===== src/rtl/stable_record_sort_by_key_unit_macros.svh =====
// Assertion macros for the stable record sorter.
// No dependencies; included by modules that carry assertions.
`ifndef STABLE_RECORD_SORT_BY_KEY_UNIT_MACROS_SVH
`define STABLE_RECORD_SORT_BY_KEY_UNIT_MACROS_SVH

// Assert that a condition holds at every rising clock edge outside reset.
`define SRS_ASSERT_IMPL(label, clk, rst, cond, msg) \
  label: assert property (@(posedge clk) disable iff (rst) (cond)) else $error(msg);

// Assert that a signal is never high outside reset.
`define SRS_ASSERT_NEVER(label, clk, rst, sig, msg) \
  label: assert property (@(posedge clk) disable iff (rst) !(sig)) else $error(msg);

`endif


===== src/rtl/srsort_pkg.sv =====
// Shared types and constants for the stable record sorter.
// No dependencies.
package srsort_pkg;
  localparam int DEPTH_DEFAULT = 64;
  localparam int KEY_W = 30;
  localparam int START_W = 30;
  localparam int VALUE_W = 32;
  localparam int MASK_W = 4;
  localparam int QUEUE_DEPTH = 2;

  typedef struct packed {
    logic [KEY_W-1:0]   key;
    logic [START_W-1:0] start;
    logic [VALUE_W-1:0] value;
    logic [MASK_W-1:0]  mask;
  } rec_t;

  // Command from the front part to the back part.
  typedef struct packed {
    rec_t rec;
    logic store;   // write the record into the next slot
    logic close;   // set is complete, sort and emit
  } cmd_t;
endpackage


===== src/rtl/srsort_front.sv =====
// Front part: accepts records, classifies them and queues commands.
// Depends on srsort_pkg.
module srsort_front import srsort_pkg::*; #(
  parameter int DEPTH = DEPTH_DEFAULT
) (
  input  logic clk,
  input  logic rst,
  input  logic take,
  input  rec_t rec_in,
  input  logic last_in,
  input  logic pop,
  output logic q_valid,
  output cmd_t q_head,
  output logic q_full,
  output logic ovf_drop
);
  localparam int CW = $clog2(DEPTH + 1);
  cmd_t q [QUEUE_DEPTH];
  logic [1:0] q_count;
  logic       rd_ptr, wr_ptr;
  logic [CW-1:0] accepted;
  logic          stored;

  assign stored  = (accepted < CW'(DEPTH));
  assign q_valid = (q_count != 2'd0);
  assign q_full  = (q_count == 2'(QUEUE_DEPTH));
  assign q_head  = q[rd_ptr];
  assign ovf_drop = take && !stored;

  always_ff @(posedge clk) begin
    if (take) begin
      q[wr_ptr].rec   <= rec_in;
      q[wr_ptr].store <= stored;
      q[wr_ptr].close <= last_in;
    end
  end

  always_ff @(posedge clk) begin
    if (rst) begin
      q_count  <= '0;
      rd_ptr   <= 1'b0;
      wr_ptr   <= 1'b0;
      accepted <= '0;
    end else begin
      if (take) begin
        wr_ptr <= ~wr_ptr;
        if (last_in) accepted <= '0;
        else if (stored) accepted <= accepted + CW'(1);
      end
      if (pop) rd_ptr <= ~rd_ptr;
      q_count <= q_count + 2'(take) - 2'(pop);
    end
  end
endmodule


===== config.mk =====
export PLATFORM = sky130hd
export DESIGN_NAME = srsort_front
export DESIGN_NICKNAME = d
export VERILOG_FILES = /design/src/rtl/stable_record_sort_by_key_unit_macros.svh /design/src/rtl/srsort_pkg.sv /design/src/rtl/srsort_front.sv
export SDC_FILE = /design/constraint.sdc
export NUM_CORES = 1
export LEC_CHECK = 0
export BUFFER_PORTS_ARGS = -buffer_cell sky130_fd_sc_hd__clkbuf_2
export CAP_MARGIN = 10
export CORE_ASPECT_RATIO = 0.7
export CORE_UTILIZATION = 40
export DETAILED_ROUTE_END_ITERATION = 8
export GPL_TIMING_DRIVEN = 0
export PLACE_DENSITY_LB_ADDON = 0.25
export SLEW_MARGIN = 20
export SYNTH_ARGS = -nofsm -noshare
export SYNTH_HDL_FRONTEND = slang
export SYNTH_SLANG_ARGS = --single-unit

===== constraint.sdc =====
create_clock -name clk -period 4.9 [get_ports clk]
set_input_delay 0.49 -clock clk [delete_from_list [all_inputs] [get_ports clk]]
set_output_delay 0.49 -clock clk [all_outputs]
set_load 0.01 [all_outputs]

==> impl_results.md <==
- Status: completed
- Root buffer cell: clkbuf_16
- Worst setup SP type: flip-flop
- CP Capture Type: primary output
- Final count of negative-setup-slack endpoints: 0
- Inserted Clock Buffers: 21
- Number of synthesized register bits: 208
- CTS tree: done
- Power Density: 418.8 mW/mm^2
- Complex-gate fraction of the synthesized area: 1.068%
- Final HPWL DP: 9724 um
- Gp weighted congestion: 0.7663
- Worst Tran Pin Value: 0.7477 ns
- XOR/XNOR share of the synthesized area: 0.4602%
- CORE AREA: 0.01831 mm^2
- Post-route design area: 0.009703 mm^2
- Fin crit period: 2.674 ns
- Tot Pwr: 4.064 mW
- Highest net fanout along the worst path: 10
- Largest family of logic cells by synthesized area: multiplexers
- Number of port buffers: 200
- Fin. Hold Viols: 0
- Vias: 4039
- Worst Skew: 0.01147 ns
- Setup slack at placement: 2.625 ns
- Worst EP required: 4.41 ns
- Total gr overflow: 0
- TritonRoute pass-1 iters: 4
- Clock Tree Buf Depth: 3
- Vias in the first global route: 4229
- Max VDD drop: 218.1 uV
- Max cap viols: 0
- Avg Cell Area, Syn: 20.57 um^2
- Clk slew on worst S/H paths: 0.06 ns
- Clk_lat worst skew: 0.48 ns
- WHS: 0.1949 ns
- Routed WL: 14280 um
- Crit path kind: reg -> out
- IO Count: 202
- H-Tree Depth: 1
- Initial DRC Count: 217
- Antenna diodes: 0
- First-pass GRT wire length: 22330 um
- Worst slew margin: 50.16%
- Post-Synth Simple-Gate Area: 1.989%
- Sequential area share after synthesis: 80.47%
- DR WL/cell: 16.84 um
- GR Util All Layers: 14.47%
- Synthesized-area fraction occupied by adder cells: 0.4931%
- Fmax: 0.3740 GHz
- Die X: 166.9 um
- Area after DPL: 0.009040 mm^2
- CTS Hold Bufs: 0
- Synthesis-to-finish area growth: 27.47%
- Post-synth cell types: 31
- Post-cts resize count: 0
- TNS Setup: 0 ns
- Final setup margin: 2.226 ns
- Worst path arrival time: 2.18 ns
- Nets: 702
- Dominant cells by area after synthesis: edfxtp_1 77%, mux2_2 14%, dfxtp_1 3.2%, buf_2 0.72%, ha_1 0.49%
- Post-Syn Nets: 474
- Initial antenna violation count: 0
- Die Y-Extent: 117.4 um
- Antenna Violating Nets Remaining: 0
- Tcrit/Tclk final: 54.57%
- Ys Warns: 0
- Area share of the largest cell type after synthesis: 77.32%
- Drt drc: 0
- Synthesized netlist cell count: 370
- Mux share of post-synthesis cell area: 14.50%
- Fin. max-slew vios: 0
- Vias per std cell: 4.763
- Largest area contributor in the netlist: edfxtp_1
- Pleak: 3.662 nW
- Unrepaired setup endpoints after global routing: false
- Layout fillers: 1498
- Worst min-delay path class: in -> reg
- CTS sink count: 208
- Die area: 0.01960 mm^2
- Mapped cell area: 0.007612 mm^2
- Largest net degree at the start of global routing: 51
- Std cell rows: 41
- Post CTS Setup Buffer Count: 0
- Share of cells above drive strength 1: 56.21%
- Initial Util: 41.57%
[placed cells by master (no fill, tap or decap), drive strengths merged]
cell | Yosys | layout
dfxtp | 12 | 12
inv | 5 | 5
a211o | 1 | 1
o21ai | 3 | 3
clkbuf | 1 | 229
xor2 | 1 | 1
edfxtp | 196 | 196
nand4 | 1 | 1
bufinv | 0 | 2
nand4b | 1 | 1
and2 | 1 | 1
or3 | 1 | 1
nand2 | 4 | 4
xnor2 | 3 | 3
buf | 11 | 16
o21a | 1 | 1
nor2 | 7 | 7
nand2b | 1 | 1
clkinvlp | 0 | 1
nand3 | 3 | 3
or4 | 2 | 2
a21oi | 3 | 3
nor3b | 1 | 1
nor2b | 3 | 3
a21boi | 2 | 2
a31oi | 2 | 2
ha | 3 | 3
nand3b | 1 | 1
o31ai | 1 | 1
or2 | 1 | 1
mux2 | 98 | 98
clkinv | 0 | 6
[through the flow]
stage	util (%)	instances
2_1_floorplan	-	370
3_3_place_gp	48.66	806
3_5_place_dp	49.36	811
4_1_cts	52.98	848
5_1_grt	52.98	848
6_report	52.98	848
[registers in the layout, summed over array words and instances (netlist names), named ones only]
signal    flops
q           196
accepted      7
rd_ptr        1
wr_ptr        1
q_count       2
[Yosys cell counts]
cell type  number
mux2_2         96
xnor2_1         3
mux2_1          2
a21boi_1        2
a21oi_1         3
nand3_1         3
nand4b_1        1
o21ai_0         3
or3_1           1
o31ai_1         1
inv_2           1
nor2_1          7
dfxtp_1        12
nand2_1         4
buf_2          11
ha_1            3
and2_2          1
xor2_1          1
nand3b_1        1
a211o_1         1
or4_1           2
edfxtp_1      196
nor3b_2         1
or2_2           1
nand4_1         1
nand2b_1        1
clkbuf_1        1
nor2b_1         3
a31oi_1         2
inv_1           4
o21a_1          1
[where the power goes]
part | internal, mW | switching [mW]
clock | 0.921 | 0.613
combinational | 0.209 | 0.234
sequential | 2.06 | 0.0240
[cell families (layout without fill, tap and decap cells)]
family | Yosys count | in the layout
buf+inv | 17 | 259
compound gates | 13 | 13
mux | 98 | 98
flops | 208 | 208
xor+xnor | 4 | 4
fa+ha+maj | 3 | 3
simple gates | 27 | 27
[critical path, cell delays in order, from the launching register on]
cell and delay, ns:
dfxtp_1 0.30, buf_2 0.23, buf_2 0.34, buf_2 0.33
mux2_2 0.38, clkbuf_2 0.13
[metal layers]
layer | vias to the layer above | GRT usage (%) | wire length, um
met3 | 19 | 4.894 | 1228
li1 | 1913 | - | -
met2 | 142 | 23.51 | 6535
met5 | - | 0 | 0
met4 | 0 | 3.241 | 253
met1 | 1965 | 18.74 | 6262
[area by class of cell]
type | instances | area [um^2] | area share (%)
Sequential cell | 208 | 6126 | 63.13
Clock inverter | 9 | 91.34 | 0.9413
Inverter | 5 | 18.77 | 0.1934
Multi-Input combinational cell | 145 | 1418 | 14.61
Tap cell | 236 | 295.3 | 3.043
Buffer | 12 | 58.81 | 0.6061
Timing Repair Buffer | 205 | 1124 | 11.58
Clock buffer | 28 | 571.8 | 5.893
[worst paths after layout]
| path | slack, ns | startpoint | cells after the start | endpoint |
|---|---|---|---|---|
| min | 0.19 | rec_in[30] | 1 | q[1][32] |
| max | 2.23 | flip-flop | 5 | q_head[96] |
| max reg2reg | 3.15 | wr_ptr | 2 | q[1][90] |
| min reg2reg | 0.49 | accepted[5] | 2 | accepted[5] |
Power figures use the tool's default switching activity.
